[config.mk]
export PLATFORM = sky130hd
export DESIGN_NAME = sha256_stream_hasher_flat
export DESIGN_NICKNAME = d
export VERILOG_FILES = /design/src/rtl/sha_pkg.sv /design/src/rtl/sha_ifc.sv /design/src/rtl/sha_datapath.sv /design/src/rtl/sha_ctrl.sv /design/src/rtl/sha256_stream_hasher.sv /design/src/flat_wrapper.sv
export SDC_FILE = /design/constraint.sdc
export NUM_CORES = 2
export LEC_CHECK = 0
export BUFFER_PORTS_ARGS = -buffer_cell sky130_fd_sc_hd__buf_2
export CAP_MARGIN = 20
export CORE_ASPECT_RATIO = 1.1
export CORE_MARGIN = 1.5
export CORE_UTILIZATION = 30
export DETAILED_ROUTE_END_ITERATION = 6
export PLACE_DENSITY = 0.54
export SLEW_MARGIN = 10
export SYNTH_ARGS = -nofsm -noshare
export SYNTH_HDL_FRONTEND = slang
export SYNTH_SLANG_ARGS = --single-unit
export TNS_END_PERCENT = 50
[constraint.sdc]
create_clock -name clk -period 47.4 [get_ports clk]
set_input_delay 4.74 -clock clk [delete_from_list [all_inputs] [get_ports clk]]
set_output_delay 4.74 -clock clk [all_outputs]
set_load 0.1 [all_outputs]
[src/rtl/sha_pkg.sv]
package sha_pkg;

  localparam int unsigned BlockBytes = 64;
  localparam int unsigned Rounds = 64;
  localparam logic [7:0] PadByte = 8'h80;
  localparam logic [5:0] LengthPos = 6'd56;

  typedef enum logic [2:0] {
    ST_IDLE,
    ST_PAD,
    ST_LOAD,
    ST_ROUND,
    ST_ADD,
    ST_EMIT
  } ctl_state_t;

  // Commands from the controller to the datapath.
  typedef struct packed {
    logic load_w;      // load message words from the block buffer
    logic start_round; // copy chaining value into working registers
    logic do_round;    // run one compression round
    logic add_cv;      // fold working registers into the chaining value
    logic reset_cv;    // restore the initial hash values
  } dp_cmd_t;

  // Status from the datapath to the controller.
  typedef struct packed {
    logic round_last;
  } dp_stat_t;

  localparam logic [31:0] InitialValue [8] = '{
    32'h6a09e667, 32'hbb67ae85, 32'h3c6ef372, 32'ha54ff53a,
    32'h510e527f, 32'h9b05688c, 32'h1f83d9ab, 32'h5be0cd19
  };

  localparam logic [31:0] RoundConst [64] = '{
    32'h428a2f98, 32'h71374491, 32'hb5c0fbcf, 32'he9b5dba5,
    32'h3956c25b, 32'h59f111f1, 32'h923f82a4, 32'hab1c5ed5,
    32'hd807aa98, 32'h12835b01, 32'h243185be, 32'h550c7dc3,
    32'h72be5d74, 32'h80deb1fe, 32'h9bdc06a7, 32'hc19bf174,
    32'he49b69c1, 32'hefbe4786, 32'h0fc19dc6, 32'h240ca1cc,
    32'h2de92c6f, 32'h4a7484aa, 32'h5cb0a9dc, 32'h76f988da,
    32'h983e5152, 32'ha831c66d, 32'hb00327c8, 32'hbf597fc7,
    32'hc6e00bf3, 32'hd5a79147, 32'h06ca6351, 32'h14292967,
    32'h27b70a85, 32'h2e1b2138, 32'h4d2c6dfc, 32'h53380d13,
    32'h650a7354, 32'h766a0abb, 32'h81c2c92e, 32'h92722c85,
    32'ha2bfe8a1, 32'ha81a664b, 32'hc24b8b70, 32'hc76c51a3,
    32'hd192e819, 32'hd6990624, 32'hf40e3585, 32'h106aa070,
    32'h19a4c116, 32'h1e376c08, 32'h2748774c, 32'h34b0bcb5,
    32'h391c0cb3, 32'h4ed8aa4a, 32'h5b9cca4f, 32'h682e6ff3,
    32'h748f82ee, 32'h78a5636f, 32'h84c87814, 32'h8cc70208,
    32'h90befffa, 32'ha4506ceb, 32'hbef9a3f7, 32'hc67178f2
  };

endpackage

[src/rtl/sha_ifc.sv]
interface sha_in_if;
  logic       valid;
  logic       ready;
  logic [7:0] data_byte;
  logic       byte_present;
  logic       end_of_message;
  modport source (output valid, data_byte, byte_present, end_of_message, input ready);
  modport sink (input valid, data_byte, byte_present, end_of_message, output ready);
  modport monitor (input valid, ready, data_byte, byte_present, end_of_message);
endinterface

interface sha_out_if;
  logic        valid;
  logic        ready;
  logic [63:0] digest_word;
  logic [1:0]  word_index;
  logic        last_word;
  modport source (output valid, digest_word, word_index, last_word, input ready);
  modport sink (input valid, digest_word, word_index, last_word, output ready);
  modport monitor (input valid, ready, digest_word, word_index, last_word);
endinterface

[src/rtl/sha_datapath.sv]
module sha_datapath (
  input  logic               clk,
  input  logic               rst_n,
  input  sha_pkg::dp_cmd_t   cmd,
  input  logic [511:0]       block,
  input  logic [1:0]         word_sel,
  output sha_pkg::dp_stat_t  stat,
  output logic [63:0]        word_out
);

  logic [31:0] cv_r [8];
  logic [31:0] wk_r [8];
  logic [31:0] w_r [16];
  logic [5:0]  rnd_r;

  function automatic logic [31:0] ror(input logic [31:0] v, input int unsigned n);
    ror = (v >> n) | (v << (32 - n));
  endfunction

  logic [31:0] big0, big1, ch, maj, t1, t2, s0, s1, w_new;

  // One round of compression and one step of the message schedule.
  always_comb begin
    big1 = ror(wk_r[4], 6) ^ ror(wk_r[4], 11) ^ ror(wk_r[4], 25);
    ch = (wk_r[4] & wk_r[5]) ^ (~wk_r[4] & wk_r[6]);
    t1 = wk_r[7] + big1 + ch + sha_pkg::RoundConst[rnd_r] + w_r[0];
    big0 = ror(wk_r[0], 2) ^ ror(wk_r[0], 13) ^ ror(wk_r[0], 22);
    maj = (wk_r[0] & wk_r[1]) ^ (wk_r[0] & wk_r[2]) ^ (wk_r[1] & wk_r[2]);
    t2 = big0 + maj;
    s0 = ror(w_r[1], 7) ^ ror(w_r[1], 18) ^ (w_r[1] >> 3);
    s1 = ror(w_r[14], 17) ^ ror(w_r[14], 19) ^ (w_r[14] >> 10);
    w_new = w_r[0] + s0 + w_r[9] + s1;
  end

  // Chaining value.
  always_ff @(posedge clk) begin
    if (!rst_n || cmd.reset_cv) begin
      for (int i = 0; i < 8; i++) cv_r[i] <= sha_pkg::InitialValue[i];
    end else if (cmd.add_cv) begin
      for (int i = 0; i < 8; i++) cv_r[i] <= cv_r[i] + wk_r[i];
    end
  end

  // Working registers, schedule window and round counter.
  always_ff @(posedge clk) begin
    if (cmd.load_w) begin
      for (int i = 0; i < 16; i++) w_r[i] <= block[511 - 32*i -: 32];
    end else if (cmd.do_round) begin
      for (int i = 0; i < 15; i++) w_r[i] <= w_r[i+1];
      w_r[15] <= w_new;
    end
    if (cmd.start_round) begin
      for (int i = 0; i < 8; i++) wk_r[i] <= cv_r[i];
    end else if (cmd.do_round) begin
      wk_r[0] <= t1 + t2;
      wk_r[1] <= wk_r[0];
      wk_r[2] <= wk_r[1];
      wk_r[3] <= wk_r[2];
      wk_r[4] <= wk_r[3] + t1;
      wk_r[5] <= wk_r[4];
      wk_r[6] <= wk_r[5];
      wk_r[7] <= wk_r[6];
    end
  end

  always_ff @(posedge clk) begin
    if (!rst_n || cmd.start_round) rnd_r <= '0;
    else if (cmd.do_round) rnd_r <= rnd_r + 6'd1;
  end

  assign stat.round_last = (rnd_r == 6'd63);
  assign word_out = {cv_r[{word_sel, 1'b0}], cv_r[{word_sel, 1'b1}]};

endmodule

[src/rtl/sha_ctrl.sv]
module sha_ctrl (
  input  logic               clk,
  input  logic               rst_n,
  sha_in_if.sink             in_ch,
  sha_out_if.source          out_ch,
  input  sha_pkg::dp_stat_t  stat,
  input  logic [63:0]        word_out,
  output sha_pkg::dp_cmd_t   cmd,
  output logic [511:0]       block,
  output logic [1:0]         word_sel
);

  sha_pkg::ctl_state_t state_r, state_nxt;
  logic [511:0] blk_r, blk_nxt;     // byte shift register, first byte ends on top
  logic [5:0]   fill_r, fill_nxt;
  logic [63:0]  len_r, len_nxt;
  logic         fin_r, fin_nxt;     // finalization in progress
  logic         pad_r, pad_nxt;     // the pad byte is still owed
  logic         wrap_r, wrap_nxt;   // the length goes into the following block
  logic         done_r, done_nxt;   // the length has been shifted in
  logic [1:0]   widx_r, widx_nxt;
  logic         acc;
  logic         full;
  logic [7:0]   shift_byte;

  assign acc = in_ch.valid && in_ch.ready;
  assign full = in_ch.byte_present && (fill_r == 6'd63);
  assign block = blk_r;

  // Padding byte: the pad marker, then zero fill, then the length, high byte first.
  always_comb begin
    priority if (pad_r) shift_byte = sha_pkg::PadByte;
    else if (wrap_r || fill_r < sha_pkg::LengthPos) shift_byte = 8'h00;
    else shift_byte = len_r[63:56];
  end

  // Next state.
  always_comb begin
    state_nxt = state_r;
    unique case (state_r)
      sha_pkg::ST_IDLE: begin
        if (acc && full) state_nxt = sha_pkg::ST_LOAD;
        else if (acc && in_ch.end_of_message) state_nxt = sha_pkg::ST_PAD;
      end
      sha_pkg::ST_PAD: if (fill_r == 6'd63) state_nxt = sha_pkg::ST_LOAD;
      sha_pkg::ST_LOAD: state_nxt = sha_pkg::ST_ROUND;
      sha_pkg::ST_ROUND: if (stat.round_last) state_nxt = sha_pkg::ST_ADD;
      sha_pkg::ST_ADD: begin
        if (!fin_r) state_nxt = sha_pkg::ST_IDLE;
        else if (done_r) state_nxt = sha_pkg::ST_EMIT;
        else state_nxt = sha_pkg::ST_PAD;
      end
      sha_pkg::ST_EMIT: if (out_ch.ready && widx_r == 2'd3) state_nxt = sha_pkg::ST_IDLE;
      default: state_nxt = sha_pkg::ST_IDLE;
    endcase
  end

  // Outputs.
  always_comb begin
    cmd = '0;
    in_ch.ready = (state_r == sha_pkg::ST_IDLE);
    out_ch.valid = (state_r == sha_pkg::ST_EMIT);
    unique case (state_r)
      sha_pkg::ST_LOAD: begin
        cmd.load_w = 1'b1;
        cmd.start_round = 1'b1;
      end
      sha_pkg::ST_ROUND: cmd.do_round = 1'b1;
      sha_pkg::ST_ADD: cmd.add_cv = 1'b1;
      sha_pkg::ST_EMIT: cmd.reset_cv = out_ch.ready && widx_r == 2'd3;
      default: ;
    endcase
  end

  assign word_sel = widx_r;
  assign out_ch.digest_word = word_out;
  assign out_ch.word_index = widx_r;
  assign out_ch.last_word = (widx_r == 2'd3);

  // Byte buffer, fill count, length and finalization flags.
  always_comb begin
    blk_nxt = blk_r;
    fill_nxt = fill_r;
    len_nxt = len_r;
    fin_nxt = fin_r;
    pad_nxt = pad_r;
    wrap_nxt = wrap_r;
    done_nxt = done_r;
    widx_nxt = widx_r;
    unique case (state_r)
      sha_pkg::ST_IDLE: begin
        if (acc && in_ch.byte_present) begin
          blk_nxt = {blk_r[503:0], in_ch.data_byte};
          fill_nxt = fill_r + 6'd1;
          len_nxt = len_r + 64'd8;
        end
        if (acc && in_ch.end_of_message) begin
          fin_nxt = 1'b1;
          pad_nxt = 1'b1;
        end
      end
      sha_pkg::ST_PAD: begin
        blk_nxt = {blk_r[503:0], shift_byte};
        fill_nxt = fill_r + 6'd1;
        if (pad_r) begin
          pad_nxt = 1'b0;
          wrap_nxt = (fill_r >= sha_pkg::LengthPos);
        end else if (!wrap_r && fill_r >= sha_pkg::LengthPos) begin
          len_nxt = {len_r[55:0], 8'h00};
          done_nxt = (fill_r == 6'd63);
        end
      end
      sha_pkg::ST_ADD: begin
        wrap_nxt = 1'b0;
        if (done_r) begin
          fin_nxt = 1'b0;
          done_nxt = 1'b0;
        end
      end
      sha_pkg::ST_EMIT: if (out_ch.ready) widx_nxt = widx_r + 2'd1;
      default: ;
    endcase
  end

  always_ff @(posedge clk) begin
    if (!rst_n) begin
      state_r <= sha_pkg::ST_IDLE;
      fill_r <= '0;
      len_r <= '0;
      fin_r <= 1'b0;
      pad_r <= 1'b0;
      wrap_r <= 1'b0;
      done_r <= 1'b0;
      widx_r <= '0;
    end else begin
      state_r <= state_nxt;
      fill_r <= fill_nxt;
      len_r <= len_nxt;
      fin_r <= fin_nxt;
      pad_r <= pad_nxt;
      wrap_r <= wrap_nxt;
      done_r <= done_nxt;
      widx_r <= widx_nxt;
    end
  end

  // The block contents need no reset; every byte is written before it is hashed.
  always_ff @(posedge clk) begin
    blk_r <= blk_nxt;
  end

  a_ready_idle: assert property (@(posedge clk) disable iff (!rst_n)
    in_ch.ready |-> state_r == sha_pkg::ST_IDLE) else $error("ready outside idle");
  a_emit_last: assert property (@(posedge clk) disable iff (!rst_n)
    out_ch.valid && out_ch.ready && out_ch.last_word |=> state_r == sha_pkg::ST_IDLE)
    else $error("digest did not end");
  a_emit_clean: assert property (@(posedge clk) disable iff (!rst_n)
    state_r == sha_pkg::ST_EMIT |-> !fin_r && fill_r == 6'd0 && len_r == 64'd0)
    else $error("emit too early");
  a_out_hold: assert property (@(posedge clk) disable iff (!rst_n)
    out_ch.valid && !out_ch.ready |=> out_ch.valid && $stable(out_ch.digest_word)
    && $stable(out_ch.word_index)) else $error("digest item changed while stalled");

endmodule

[src/rtl/sha256_stream_hasher.sv]
// SHA-256 hasher over a byte stream.
// Input channel (in_): one item per cycle at most; each item may carry one
// message byte (byte_present) and may close the message (end_of_message).
// Result channel (out_): after a closing item the digest leaves as four
// 64-bit items, word_index 0 (most significant) to 3, last_word on index 3.
// Input stays ready after a byte that does not fill the 64-byte block.
// Filling a block runs the compression, one round per cycle through a
// single round unit; no item is accepted while it runs.
// Closing a message shifts the pad byte, zero fill and length into the
// block one byte per cycle (64 bytes minus the fill count, and 64 more when
// the length needs a second block), with a compression after each block;
// all of this comes before the first digest item.
// The four digest items then leave one per cycle while the receiver is ready.
// A stalled receiver holds the current digest item; input stays blocked
// until the last digest word is taken, and the block then restarts with
// the initial hash values and a zero length.
// Reset (rst_n low, synchronous) returns to idle with the initial hash
// values, an empty buffer and a zero bit length.
module sha256_stream_hasher (
  input logic       clk,
  input logic       rst_n,
  sha_in_if.sink    in_ch,
  sha_out_if.source out_ch
);

  sha_pkg::dp_cmd_t  cmd;
  sha_pkg::dp_stat_t stat;
  logic [511:0] block;
  logic [63:0]  word_out;
  logic [1:0]   word_sel;

  sha_ctrl u_ctrl (
    .clk(clk), .rst_n(rst_n), .in_ch(in_ch), .out_ch(out_ch),
    .stat(stat), .word_out(word_out), .cmd(cmd), .block(block), .word_sel(word_sel)
  );

  sha_datapath u_dp (
    .clk(clk), .rst_n(rst_n), .cmd(cmd), .block(block), .word_sel(word_sel),
    .stat(stat), .word_out(word_out)
  );

endmodule
[src/flat_wrapper.sv]
// flat-port wrapper written by rule: the top's interface ports become plain ports
module sha256_stream_hasher_flat 
  (clk, rst_n, in_ch_valid, in_ch_data_byte, in_ch_byte_present, in_ch_end_of_message, in_ch_ready, out_ch_valid, out_ch_digest_word, out_ch_word_index, out_ch_last_word, out_ch_ready);
  sha_in_if in_ch_i ();
  sha_out_if out_ch_i ();
  input logic clk;
  input logic rst_n;
  input wire logic [$bits(in_ch_i.valid)-1:0] in_ch_valid;
  input wire logic [$bits(in_ch_i.data_byte)-1:0] in_ch_data_byte;
  input wire logic [$bits(in_ch_i.byte_present)-1:0] in_ch_byte_present;
  input wire logic [$bits(in_ch_i.end_of_message)-1:0] in_ch_end_of_message;
  output wire logic [$bits(in_ch_i.ready)-1:0] in_ch_ready;
  output wire logic [$bits(out_ch_i.valid)-1:0] out_ch_valid;
  output wire logic [$bits(out_ch_i.digest_word)-1:0] out_ch_digest_word;
  output wire logic [$bits(out_ch_i.word_index)-1:0] out_ch_word_index;
  output wire logic [$bits(out_ch_i.last_word)-1:0] out_ch_last_word;
  input wire logic [$bits(out_ch_i.ready)-1:0] out_ch_ready;
  assign in_ch_i.valid = in_ch_valid;
  assign in_ch_i.data_byte = in_ch_data_byte;
  assign in_ch_i.byte_present = in_ch_byte_present;
  assign in_ch_i.end_of_message = in_ch_end_of_message;
  assign in_ch_ready = in_ch_i.ready;
  assign out_ch_valid = out_ch_i.valid;
  assign out_ch_digest_word = out_ch_i.digest_word;
  assign out_ch_word_index = out_ch_i.word_index;
  assign out_ch_last_word = out_ch_i.last_word;
  assign out_ch_i.ready = out_ch_ready;
  sha256_stream_hasher u_core (.clk(clk), .rst_n(rst_n), .in_ch(in_ch_i), .out_ch(out_ch_i));
endmodule
==> impl_metrics.yaml <==
setup_path:
  cpPeakStageDelay_ns: 0.91
  worstPathRequired_ns: 48.00
  r2r_cells: 35
  path_class: "flip-flop to flip-flop"
  endpoint_kind: "flip-flop"
  cp_slowest_cell: "ha_1"
  cp_data_arrival_time_ns: 10.95
  path_max_fanout: 23
  startpoint_type: "flip-flop"
  path_common_cell: "fa_1"
timing:
  post-route-period-util_pct: 21.83
  rsz0062_at_grt: "false"
  timing.final.crit_period_ns: 10.35
  maxSlewHeadroom_pct: 26.07
  drv_slew: 0
  fin_skew_ns: 0.09101
  tightest_slew_ns: 1.109
  setup_viol: 0
  finalHoldViolations: 0
  setup_tns_ns: 0
  fmax_mhz: 96.65
min_path:
  hold_path_depth: 0
  hp-class: "flip-flop to flip-flop"
global_routing:
  grt_use_total_pct: 18.35
  overflow: 0
  grt_max_degree: 203
  grt_pass1_wl_um: 423000
  antenna_found_initial: 21
  grt_pass1_vias: 64960
cts:
  cts_hold_buf: 0
  post_cts_buffers: 0
  cts_resized: 0
  clk_pin_slew_ns: 0.06
  tritoncts: "yes"
  numCtsBuffers: 182
  htree_levels: 4
  clk_path_buf_depth: 3
  clock_latency_ns: 0.89
  cts_sinks: 1620
  cts_root_buf: "clkbuf_16"
layout:
  syn_to_final_growth_pct: 11.91
  nNetsFinal: 9233
  drive_above_1_share_pct: 6.809
  fill_cells: 30010
yosys:
  yosys.area.top_type: "edfxtp_1"
  postSynthAreaPerCell_sq_um: 10.45
  synthFlopType: "edfxtp_1"
  yosysMostFrequentCell: "nand2_1"
  yosys_warnings: 0
  netlist_area_sq_mm: 0.09051
  synth.distinct_cells: 93
  ys_top_cells_by_count: "nand2_1 (2573), edfxtp_1 (1536), a21oi_1 (414)"
  synthArstFlopShare_pct: 0
  netlist_top_cells_area: "edfxtp_1 (51%), nand2_1 (11%), ha_1 (5.4%)"
  ys_seq_area_share_pct: 52.82
  synth_edf_count: 1536
  netlist_instances: 8662
  ys_ff_latch: 1620
  synth_fp_nets: 9265
  synth_top_area_share_pct: 50.96
floorplan:
  die_w_um: 526.7
  pin_count: 83
  initial_utilization_pct: 30.15
  core_area_sq_mm: 0.3002
  rows: 211
  die_h_um: 579.1
  dieArea_sq_mm: 0.3050
route:
  wl_per_cell_um: 22.44
  drt_first_pass_iters: 7
  drc: 7
  vias_per_cell: 5.129
  ant_nets: 0
  drt-total-wl_um: 285500
  vias: 65260
  drt_iter0_drc: 5931
place:
  dp_hpwl_um: 206500
  numPortBuffers: 82
  gp_congestion: 0.9446
status:
  outcome: "complete, but fails checks"
  violations: "design-rule violations"
run:
  drv_cap: 0
-- through the flow --
stage	std cells	instance area, sq um	util, %	hold WS (ns)	worst slack [ns]
after floorplan	8662	90510	-	0.4168	4.973
after global placement	12380	95270	31.74	0.4273	37.04
after detailed placement	12390	95300	31.75	0.4312	37.10
after CTS	12720	101300	33.73	0.4097	37.11
after global routing	12720	101300	33.74	0.4233	36.42
final	12720	101300	33.74	0.4190	37.05
-- layer usage --
| metal | routed length, um | global-route usage, % | vias to the layer above |
|---|---|---|---|
| li1 | - | - | 30310 |
| met4 | 10360 | 6.729 | 6 |
| met2 | 135100 | 30.46 | 1978 |
| met1 | 124200 | 24.58 | 32550 |
| met5 | 36 | 0 | - |
| met3 | 15840 | 2.131 | 421 |
-- flip-flops by register name (all words and copies together), names as in the netlist, named ones only --
register and count:
u_core.u_dp.wk_r 256, u_core.u_ctrl.out_ch.word_index 2, u_core.u_ctrl.done_r 1, u_core.u_ctrl.wrap_r 1
u_core.u_dp.w_r 512, u_core.u_dp.rnd_r 6, u_core.u_ctrl.len_r 61, u_core.u_ctrl.fin_r 1
u_core.u_ctrl.pad_r 1, u_core.u_ctrl.fill_r 6, u_core.u_ctrl.state_r 3, u_core.u_ctrl.block 512
u_core.u_dp.cv_r 256
-- worst max-delay path, delay by kind of cell, from the launching register on --
family | cells | cell delay (ns)
AO/OA/AOI/OAI | 15 | 3.36
flip-flops | 1 | 0.31
adder cells (fa/ha/maj) | 8 | 3.93
AND/OR/NAND/NOR | 5 | 0.98
buffers and inverters | 5 | 0.92
XOR/XNOR | 2 | 0.58
-- cells by family (layout without fill, tap and decap cells) --
| group | after synthesis | after routing | synth area share, % |
|---|---|---|---|
| AOI/OAI and AO/OA | 1440 | 1440 | 10.02 |
| xor gates and xnor gates | 543 | 543 | 5.286 |
| muxes | 124 | 124 | 2.320 |
| adders and majority gates | 611 | 611 | 10.00 |
| other | 0 | 1 | 0 |
| buffers and inverters | 696 | 816 | 2.892 |
| and+or+nand+nor | 3628 | 3628 | 16.67 |
| DFF | 1620 | 1620 | 52.82 |
-- worst paths after layout --
| path | startpoint | to | slack (ns) |
|---|---|---|---|
| worst max-delay path | u_core.u_dp.rnd_r[1] | u_core.u_dp.wk_r[0][29] | 37.05 |
| worst min-delay path | u_core.u_ctrl.block[363] | u_core.u_ctrl.block[371] | 0.42 |
| worst max register to register | u_core.u_dp.rnd_r[1] | u_core.u_dp.wk_r[0][29] | 37.05 |
| worst min register to register | u_core.u_ctrl.block[363] | u_core.u_ctrl.block[371] | 0.42 |
-- layout make-up --
| class | instances | area, sq um | share of cell area, % |
|---|---|---|---|
| inverter | 298 | 1119 | 1.104 |
| clock buffer | 227 | 4788 | 4.727 |
| timing repair buffer | 182 | 1285 | 1.269 |
| sequential | 1620 | 47820 | 47.21 |
| multi-input combinational | 6346 | 40170 | 39.66 |
| clock inverter | 109 | 1171 | 1.156 |
| antenna | 1 | 2.502 | 0.002471 |
| tap | 3940 | 4930 | 4.867 |
-- placed cells by master (no fill, tap or decap), types with 22 or more instances in the layout --
master / n
clkbuf_16: 183
inv_1: 295
ha_1: 394
a21boi_0: 22
and3_1: 71
o211ai_1: 47
nand3_1: 159
o31ai_1: 32
or3_1: 35
nor2b_1: 44
a21o_1: 159
nor2_1: 363
fa_1: 195
o21a_1: 59
maj3_1: 22
mux2i_1: 32
nand2_1: 2567
xor2_1: 176
and2_1: 41
mux2_2: 26
o21bai_1: 40
nor3_1: 139
a21oi_1: 414
clkinv_2: 24
a211oi_1: 50
buf_2: 82
a31oi_1: 63
clkbuf_1: 39
buf_4: 90
xnor2_1: 365
edfxtp_1: 1536
mux4_2: 66
dfxtp_1: 78
clkinv_1: 48
nand2b_1: 71
nand4_1: 37
o21ai_0: 358
Power is left out: the tool's default activity adds up to more than one toggle a clock period on the data nets, which glitch-free logic cannot reach.
